--- src/rtl/csfr_pkg.sv ---
// ----------------------------------------------------------------------------
// csfr_pkg: shared types and constants of the co2 sensor frame receiver
// Request and response payloads, function and status codes, register indexes.
// ----------------------------------------------------------------------------
package csfr_pkg;

   localparam int unsigned FUNC_W    = 2;
   localparam int unsigned BYTE_W    = 8;
   localparam int unsigned STATUS_W  = 2;
   localparam int unsigned PPM_W     = 16;
   localparam int unsigned SECONDS_W = 10;
   localparam int unsigned POS_W     = 4;
   localparam int unsigned CSR_IDX_W = 2;
   localparam int unsigned CSR_DAT_W = 16;

   localparam logic [FUNC_W-1:0] FUNC_BYTE    = 2'd0;
   localparam logic [FUNC_W-1:0] FUNC_TICK    = 2'd1;
   localparam logic [FUNC_W-1:0] FUNC_RESTART = 2'd2;

   localparam logic [STATUS_W-1:0] STATUS_FORWARDED  = 2'd0;
   localparam logic [STATUS_W-1:0] STATUS_SUPPRESSED = 2'd1;
   localparam logic [STATUS_W-1:0] STATUS_BAD_HEADER = 2'd2;
   localparam logic [STATUS_W-1:0] STATUS_BAD_SUM    = 2'd3;

   localparam logic [CSR_IDX_W-1:0] CSR_WARMUP_SECONDS = 2'd0;
   localparam logic [CSR_IDX_W-1:0] CSR_WARMUP_FIRST   = 2'd1;
   localparam logic [CSR_IDX_W-1:0] CSR_WARMUP_SECOND  = 2'd2;

   localparam logic [BYTE_W-1:0] HEADER_START = 8'hFF;
   localparam logic [BYTE_W-1:0] HEADER_CMD   = 8'h86;

   localparam logic [POS_W-1:0] POS_START    = 4'd0;
   localparam logic [POS_W-1:0] POS_CMD      = 4'd1;
   localparam logic [POS_W-1:0] POS_PPM_HIGH = 4'd2;
   localparam logic [POS_W-1:0] POS_PPM_LOW  = 4'd3;
   localparam logic [POS_W-1:0] POS_LAST_SUM = 4'd7;
   localparam logic [POS_W-1:0] POS_CHECK    = 4'd8;
   localparam logic [POS_W-1:0] FRAME_LEN    = 4'd9;

   localparam logic [SECONDS_W-1:0] SECONDS_MAX = 10'd1023;

   localparam logic [SECONDS_W-1:0] WARMUP_SECONDS_RESET = 10'd120;
   localparam logic [PPM_W-1:0]     WARMUP_FIRST_RESET   = 16'd429;
   localparam logic [PPM_W-1:0]     WARMUP_SECOND_RESET  = 16'd410;

   typedef struct packed {
      logic [FUNC_W-1:0] func;
      logic [BYTE_W-1:0] rx_byte;
   } req_type;

   typedef struct packed {
      logic [STATUS_W-1:0] status;
      logic [PPM_W-1:0]    ppm;
      logic [BYTE_W-1:0]   expected_checksum;
   } rsp_type;

   typedef struct packed {
      logic [SECONDS_W-1:0] warmup_seconds;
      logic [PPM_W-1:0]     warmup_value_first;
      logic [PPM_W-1:0]     warmup_value_second;
   } cfg_type;

endpackage

--- src/rtl/csfr_parser.sv ---
// ----------------------------------------------------------------------------
// csfr_parser: frame state and single-pass result logic
// Tracks byte position, checksum, header and uptime; forms the result on the
// ninth byte of a frame.
// ----------------------------------------------------------------------------
module csfr_parser (
   input  logic              clock,
   input  logic              reset,
   input  logic              accept,
   input  csfr_pkg::req_type req,
   input  csfr_pkg::cfg_type cfg,
   output logic              res_valid,
   output csfr_pkg::rsp_type res
);
   import csfr_pkg::*;

   logic [POS_W-1:0]     byte_position_ff, byte_position_in;
   logic [BYTE_W-1:0]    running_sum_ff, running_sum_in;
   logic                 header_good_ff, header_good_in;
   logic [BYTE_W-1:0]    ppm_high_ff, ppm_high_in;
   logic [BYTE_W-1:0]    ppm_low_ff, ppm_low_in;
   logic [SECONDS_W-1:0] seconds_ff, seconds_in;
   logic                 forwarding_ff, forwarding_in;

   logic [BYTE_W-1:0] expected;
   logic [PPM_W-1:0]  ppm;
   logic              warm_done;
   logic              not_bogus;

   assign expected  = BYTE_W'(8'd0 - running_sum_ff);
   assign ppm       = {ppm_high_ff, ppm_low_ff};
   assign warm_done = (seconds_ff >= cfg.warmup_seconds);
   assign not_bogus = (ppm != cfg.warmup_value_first) && (ppm != cfg.warmup_value_second);

   always_comb begin
      byte_position_in = byte_position_ff;
      running_sum_in   = running_sum_ff;
      header_good_in   = header_good_ff;
      ppm_high_in      = ppm_high_ff;
      ppm_low_in       = ppm_low_ff;
      seconds_in       = seconds_ff;
      forwarding_in    = forwarding_ff;
      res_valid        = 1'b0;
      res.ppm          = ppm;
      res.expected_checksum = expected;
      res.status       = STATUS_BAD_HEADER;

      if (accept) begin
         case (req.func)
            FUNC_TICK: begin
               if (seconds_ff < cfg.warmup_seconds && seconds_ff < SECONDS_MAX) begin
                  seconds_in = seconds_ff + 1'b1;
               end
            end
            FUNC_RESTART: begin
               byte_position_in = POS_START;
               running_sum_in   = '0;
               header_good_in   = 1'b0;
            end
            FUNC_BYTE: begin
               if (byte_position_ff < FRAME_LEN) begin
                  byte_position_in = byte_position_ff + 1'b1;
                  if (byte_position_ff == POS_START) begin
                     header_good_in = (req.rx_byte == HEADER_START);
                  end else if (byte_position_ff == POS_CMD) begin
                     header_good_in = header_good_ff && (req.rx_byte == HEADER_CMD);
                  end
                  if (byte_position_ff == POS_PPM_HIGH) begin
                     ppm_high_in = req.rx_byte;
                  end else if (byte_position_ff == POS_PPM_LOW) begin
                     ppm_low_in = req.rx_byte;
                  end
                  if (byte_position_ff >= POS_CMD && byte_position_ff <= POS_LAST_SUM) begin
                     running_sum_in = running_sum_ff + req.rx_byte;
                  end
                  if (byte_position_ff == POS_CHECK) begin
                     res_valid = 1'b1;
                     if (!header_good_ff) begin
                        res.status = STATUS_BAD_HEADER;
                     end else if (expected != req.rx_byte) begin
                        res.status = STATUS_BAD_SUM;
                     end else begin
                        forwarding_in = forwarding_ff || not_bogus || warm_done;
                        res.status = forwarding_in ? STATUS_FORWARDED : STATUS_SUPPRESSED;
                     end
                  end
               end
            end
            default: begin
            end
         endcase
      end
   end

   always_ff @(posedge clock) begin
      if (reset) begin
         byte_position_ff <= POS_START;
         running_sum_ff   <= '0;
         header_good_ff   <= 1'b0;
         seconds_ff       <= '0;
         forwarding_ff    <= 1'b0;
      end else begin
         byte_position_ff <= byte_position_in;
         running_sum_ff   <= running_sum_in;
         header_good_ff   <= header_good_in;
         seconds_ff       <= seconds_in;
         forwarding_ff    <= forwarding_in;
      end
      ppm_high_ff <= ppm_high_in;
      ppm_low_ff  <= ppm_low_in;
   end

   a_pos_range: assert property (@(posedge clock) disable iff (reset)
      byte_position_ff <= FRAME_LEN)
      else $error("byte position beyond frame length");

   a_latch_holds: assert property (@(posedge clock) disable iff (reset)
      !$fell(forwarding_ff))
      else $error("forwarding latch cleared without reset");

   a_result_on_last: assert property (@(posedge clock) disable iff (reset)
      res_valid |=> byte_position_ff == FRAME_LEN)
      else $error("result not at end of frame");

endmodule

--- src/rtl/csfr_skid.sv ---
// ----------------------------------------------------------------------------
// csfr_skid: response output register with skid stage
// Holds a finished response while the receiver stalls, so requests keep
// flowing until the skid stage fills.
// ----------------------------------------------------------------------------
module csfr_skid (
   input  logic              clock,
   input  logic              reset,
   input  logic              in_valid,
   input  csfr_pkg::rsp_type in_data,
   output logic              in_ready,
   output logic              out_valid,
   output csfr_pkg::rsp_type out_data,
   input  logic              out_ready
);
   import csfr_pkg::*;

   logic    main_valid_ff, main_valid_in;
   logic    skid_valid_ff, skid_valid_in;
   rsp_type main_ff, main_in;
   rsp_type skid_ff, skid_in;

   assign in_ready  = !skid_valid_ff;
   assign out_valid = main_valid_ff;
   assign out_data  = main_ff;

   always_comb begin
      main_valid_in = main_valid_ff;
      skid_valid_in = skid_valid_ff;
      main_in       = main_ff;
      skid_in       = skid_ff;
      if (!main_valid_ff || out_ready) begin
         if (skid_valid_ff) begin
            main_in       = skid_ff;
            main_valid_in = 1'b1;
            skid_valid_in = 1'b0;
         end else begin
            main_in       = in_data;
            main_valid_in = in_valid;
         end
      end else if (in_valid) begin
         skid_in       = in_data;
         skid_valid_in = 1'b1;
      end
   end

   always_ff @(posedge clock) begin
      if (reset) begin
         main_valid_ff <= 1'b0;
         skid_valid_ff <= 1'b0;
      end else begin
         main_valid_ff <= main_valid_in;
         skid_valid_ff <= skid_valid_in;
      end
      main_ff <= main_in;
      skid_ff <= skid_in;
   end

   a_skid_behind_main: assert property (@(posedge clock) disable iff (reset)
      skid_valid_ff |-> main_valid_ff)
      else $error("skid stage full with empty output register");

   a_no_write_when_full: assert property (@(posedge clock) disable iff (reset)
      in_valid |-> !skid_valid_ff)
      else $error("response written while skid stage full");

   a_skid_fill_on_stall: assert property (@(posedge clock) disable iff (reset)
      $rose(skid_valid_ff) |-> $past(main_valid_ff && !out_ready))
      else $error("skid stage filled without a stall");

endmodule

--- src/rtl/co2_sensor_frame_receiver.sv ---
// ----------------------------------------------------------------------------
// co2_sensor_frame_receiver: response frame receiver of a uart co2 sensor
// Checks header and checksum of the 9-byte frame, extracts ppm and gates
// readings behind a warm-up latch.
// ----------------------------------------------------------------------------
// usage
//   req channel: one request per byte, one-second tick or frame restart
//   (func); a request can be taken every cycle while req_ready is high.
//   rsp channel: one response on the ninth byte of a frame, with status,
//   ppm and expected checksum; ticks, restarts and other bytes give none.
//   csr channel: always ready; index 0 warm-up seconds, 1 and 2 the two
//   bogus warm-up ppm values. write only while no request is in flight.
//   output: the response to the ninth byte is registered before it is on rsp.
//   throughput: one request per cycle while req_ready is high, set by the
//   single-pass parser between the request port and the output register.
//   stall: a response waiting on rsp_ready sits in the output register; one
//   more fits in the skid stage, after which req_ready drops until the
//   output drains.
//   reset: synchronous; the frame restarts, uptime and latch clear and the
//   warm-up registers return to 120 s, 429 ppm and 410 ppm.
// ----------------------------------------------------------------------------
module co2_sensor_frame_receiver (
   input  logic                                 clock,
   input  logic                                 reset,
   input  logic                                 req_valid,
   output logic                                 req_ready,
   input  csfr_pkg::req_type                    req_payload,
   output logic                                 rsp_valid,
   input  logic                                 rsp_ready,
   output csfr_pkg::rsp_type                    rsp_payload,
   input  logic                                 csr_valid,
   output logic                                 csr_ready,
   input  logic [csfr_pkg::CSR_IDX_W-1:0]       csr_index,
   input  logic [csfr_pkg::CSR_DAT_W-1:0]       csr_data
);
   import csfr_pkg::*;

   cfg_type cfg_ff, cfg_in;
   logic    accept;
   logic    res_valid;
   rsp_type res;

   assign csr_ready = 1'b1;
   assign accept    = req_valid && req_ready;

   always_comb begin
      cfg_in = cfg_ff;
      if (csr_valid) begin
         case (csr_index)
            CSR_WARMUP_SECONDS: cfg_in.warmup_seconds      = csr_data[SECONDS_W-1:0];
            CSR_WARMUP_FIRST:   cfg_in.warmup_value_first  = csr_data[PPM_W-1:0];
            CSR_WARMUP_SECOND:  cfg_in.warmup_value_second = csr_data[PPM_W-1:0];
            default: begin
            end
         endcase
      end
   end

   always_ff @(posedge clock) begin
      if (reset) begin
         cfg_ff.warmup_seconds      <= WARMUP_SECONDS_RESET;
         cfg_ff.warmup_value_first  <= WARMUP_FIRST_RESET;
         cfg_ff.warmup_value_second <= WARMUP_SECOND_RESET;
      end else begin
         cfg_ff <= cfg_in;
      end
   end

   csfr_parser u_parser (
      .clock     (clock),
      .reset     (reset),
      .accept    (accept),
      .req       (req_payload),
      .cfg       (cfg_ff),
      .res_valid (res_valid),
      .res       (res)
   );

   csfr_skid u_skid (
      .clock     (clock),
      .reset     (reset),
      .in_valid  (res_valid),
      .in_data   (res),
      .in_ready  (req_ready),
      .out_valid (rsp_valid),
      .out_data  (rsp_payload),
      .out_ready (rsp_ready)
   );

endmodule
--- config.mk ---
export PLATFORM = sky130hd
export DESIGN_NAME = co2_sensor_frame_receiver
export DESIGN_NICKNAME = d
export VERILOG_FILES = /design/src/rtl/csfr_pkg.sv /design/src/rtl/csfr_parser.sv /design/src/rtl/csfr_skid.sv /design/src/rtl/co2_sensor_frame_receiver.sv
export SDC_FILE = /design/constraint.sdc
export NUM_CORES = 1
export LEC_CHECK = 0
export BUFFER_PORTS_ARGS = -buffer_cell sky130_fd_sc_hd__buf_4
export CAP_MARGIN = 20
export CORE_MARGIN = 2
export CORE_UTILIZATION = 59
export DETAILED_ROUTE_END_ITERATION = 8
export PLACE_DENSITY_LB_ADDON = 0.3
export REMOVE_ABC_BUFFERS = 1
export SLEW_MARGIN = 0
export SYNTH_ARGS = -nofsm -noshare
export SYNTH_HDL_FRONTEND = slang
export SYNTH_SLANG_ARGS = --single-unit
--- constraint.sdc ---
create_clock -name clock -period 5.85 [get_ports clock]
set_clock_uncertainty 0.15 [all_clocks]
set_input_delay 1.17 -clock clock [delete_from_list [all_inputs] [get_ports clock]]
set_output_delay 1.17 -clock clock [all_outputs]
set_load 0.02 [all_outputs]
==> impl_metrics.yaml <==
clock_tree:
  clk_latency_ps: 540
  ctsResizeCount: 0
  postCtsHoldBufs: 0
  cts_setup_buffers: 0
  cts-buffers-inserted: 17
  cts_root_buffer: "clkbuf_8"
  numClockSinks: 136
  path_clk_slew_ps: 60
  cts_tree: "done"
  h-tree-depth: 4
  clk_path_buf_depth: 2
worst_setup_path:
  slowest_delay_ps: 330
  worstPathCellList: "buf_4 -> clkinv_1 -> buf_4"
  arrival_ps: 1800
  r2r_setup_slack_ps: 3200
  crit_path_frequent_cell: "buf_4"
  crit_family: "buffers and inverters"
  worst-setup-path-type: "flip-flop to output port"
  end_kind: "output port"
  start_kind: "flip-flop"
  required_ps: 4530
  critPathMaxFanout: 27
  crit_slowest_cell: "dfxtp_1"
  cp_num_buf_inv: 3
floorplan:
  io_pins: 62
  initial_core_util: 0.6117
  num_rows: 37
  core_um2: 10370
  die_w_um: 107.7
  die_area_um2: 11600
  dieHeight_um: 107.7
final_layout:
  stdcell_count: 812
  num_antenna_cells: 0
  nNetsFinal: 720
  area_growth_pct: 17.40
  regArea_um2: 3403
  layout-drive-gt1-share: 0.1805
  fill_cells: 742
  multi_input_area_um2: 2756
power_and_ir_drop:
  switchingPower_mw: 0.5142
  clockPowerShare: 0.459
  p_int_mw: 1.644
  p_per_area_nw_per_um2: 289.8
  power.leakage_nw: 2.970
  pwr-share-comb: 0.066
  swShare: 0.2383
  max-vdd-ir-drop_mv: 0.1726
  power_frac_seq: 0.475
global_routing:
  grt_pass1_wl_mm: 22.47
  first_global_vias: 4452
  grt_max_degree: 72
  grtUsageTotal: 0.2580
  overflow: 0
  antenna_found_initial: 0
synthesis:
  synthArstFlopShare: 0
  synth_seq_cells: 136
  yosysWarnings: 0
  synth-main-ff-cell: "edfxtp_1"
  ys_seq_area_frac: 0.5365
  syn_area_per_cell_um2: 10.50
  synth-edff-count: 68
  synth.distinct_cells: 60
  synthCells: 604
  syn_area_um2: 6344
placement:
  dp_hpwl_mm: 9.642
  placed_cells_incl_taps: 780
  portBuffers: 60
  gp_congestion: 0.9123
drt:
  drt_iter0_drc: 301
  drcViolationCount: 0
  routedWlPerCell_um: 17.14
  postRouteAntennaNets: 0
  dr.pass1.iters: 5
  vias_per_cell: 5.703
  wirelength_mm: 13.92
  vias: 4631
sta:
  relSlewSlack: 0.2902
  grt_setup_unrepaired: "no"
  finalSetupViolCount: 0
  worstMarginPinSlew_ps: 1060
  fmax_ghz: 0.3204
  hold_viol_final: 0
  setup_tns_ps: 0
  fin_crit_sh: 0.5335
  drv_slew: 0
  final.min_clock_period_ps: 3121
worst_hold_path:
  hold_path_class: "flip-flop to flip-flop"
status:
  status: "finished clean"
job:
  drv_cap: 0
through the flow:
stage                     hold WS, ps  instance area [um2]  setup WS [ps]  utilization  power [mW]
after floorplan                 292.0                 6243           2200            -       1.124
after global placement          303.8                 6889           2818       0.6643       1.179
after detailed placement        311.4                 6889           2709       0.6643       1.186
after CTS                       320.2                 7447           2714       0.7181       2.168
after global routing            342.9                 7447           2642       0.7181       2.224
final                           318.7                 7447           2729       0.7181       2.158
metal layers:
metal  GRT usage  part of all wire  vias to the layer above  wire [um]
met5           0                 0                        -          0
met4      0.1035             0.024                        0        334
met3     0.05387             0.051                       28        705
met2      0.4340              0.51                      154       7061
met1      0.3251              0.42                     2222       5819
li1            -                 -                     2227          -
worst paths after layout:
path,start,to,cells past startpoint
setup / recovery,u_skid.skid_valid_ff,req_ready,3
hold / removal,cfg_ff[22],cfg_ff[22],2
setup reg to reg,u_parser.seconds_ff[3],u_skid.skid_ff[24],7
hold reg to reg,cfg_ff[22],cfg_ff[22],2
cells in the final DEF, fill, tap and decap left out, types with 4 or more instances in the layout:
master / n
ha_1: 23
edfxtp_1: 68
nor4_1: 17
xnor2_1: 16
a211o_1: 4
clkinvlp_4: 7
nand2b_1: 8
nor2b_1: 4
inv_1: 22
nor3_1: 7
inv_6: 5
a21oi_1: 44
nand4_1: 7
o21ai_1: 8
nand3b_1: 15
xor2_1: 39
clkbuf_16: 16
nand3_1: 6
nor2_1: 55
mux2_2: 19
dfxtp_1: 68
buf_4: 63
nand2_1: 95
state kept, by name, summed over array words and instances, names as in the netlist:
| signal | count |
|---|---|
| cfg_ff | 42 |
| u_parser.byte_position_ff | 4 |
| u_parser.forwarding_ff | 1 |
| u_parser.header_good_ff | 1 |
| u_parser.ppm_high_ff | 8 |
| u_parser.ppm_low_ff | 8 |
| u_parser.running_sum_ff | 8 |
| u_parser.seconds_ff | 10 |
| u_skid.out_data | 26 |
| u_skid.out_valid | 1 |
| u_skid.skid_ff | 26 |
| u_skid.skid_valid_ff | 1 |
cells in the mapped netlist, drive strengths merged (4+ instances only):
master	count	area, um2
a211o	4	35.03
buf	6	36.29
nor4	17	106.4
clkbuf	17	63.81
a21oi	44	220.2
nand2b	9	63.81
a211oi	4	35.03
nand4	7	43.79
dfxtp	68	1361
nand3	6	30.03
edfxtp	68	2042
nor3	8	45.04
mux2	21	236.5
ha	23	287.8
nor2	56	210.2
xnor2	16	140.1
nor2b	4	25.02
nand3b	15	112.6
nand2	95	356.6
o21ai	11	55.05
xor2	39	341.6
inv	22	82.58
final cells by class:
cell class,count,area share
Clock buffer,17,0.05561
Clock inverter,15,0.01932
Inverter,23,0.01159
Multi-Input combinational cell,422,0.3701
Sequential cell,136,0.4570
Tap cell,136,0.02285
Timing Repair Buffer,63,0.06351
logic make-up (layout without fill, tap and decap cells):
logic type | Yosys count | count (layout) | share of synthesized area
and+or+nand+nor | 236 | 236 | 0.1817
other | 1 | 1 | 0.0005911
muxes | 22 | 22 | 0.03886
adders and majority gates | 24 | 24 | 0.04852
DFF | 136 | 136 | 0.5365
buffers and inverters | 46 | 118 | 0.02939
AOI/OAI and AO/OA | 81 | 81 | 0.07731
xor gates and xnor gates | 58 | 58 | 0.08718
worst min-delay path: cells and delay by family (launching register included):
family	cells	cell delay, ps
simple gates	1	50
flops	1	320
compound gates	1	50
power by group through the flow:
stage	logic, mW	registers (mW)	clock network [mW]
after global routing	0.158	1.03	1.04
after CTS	0.143	1.02	1.00
after floorplan	0.0761	1.05	0
final	0.143	1.03	0.990
after detailed placement	0.141	1.05	0
after global placement	0.134	1.04	0
Power figures use the tool's default switching activity.
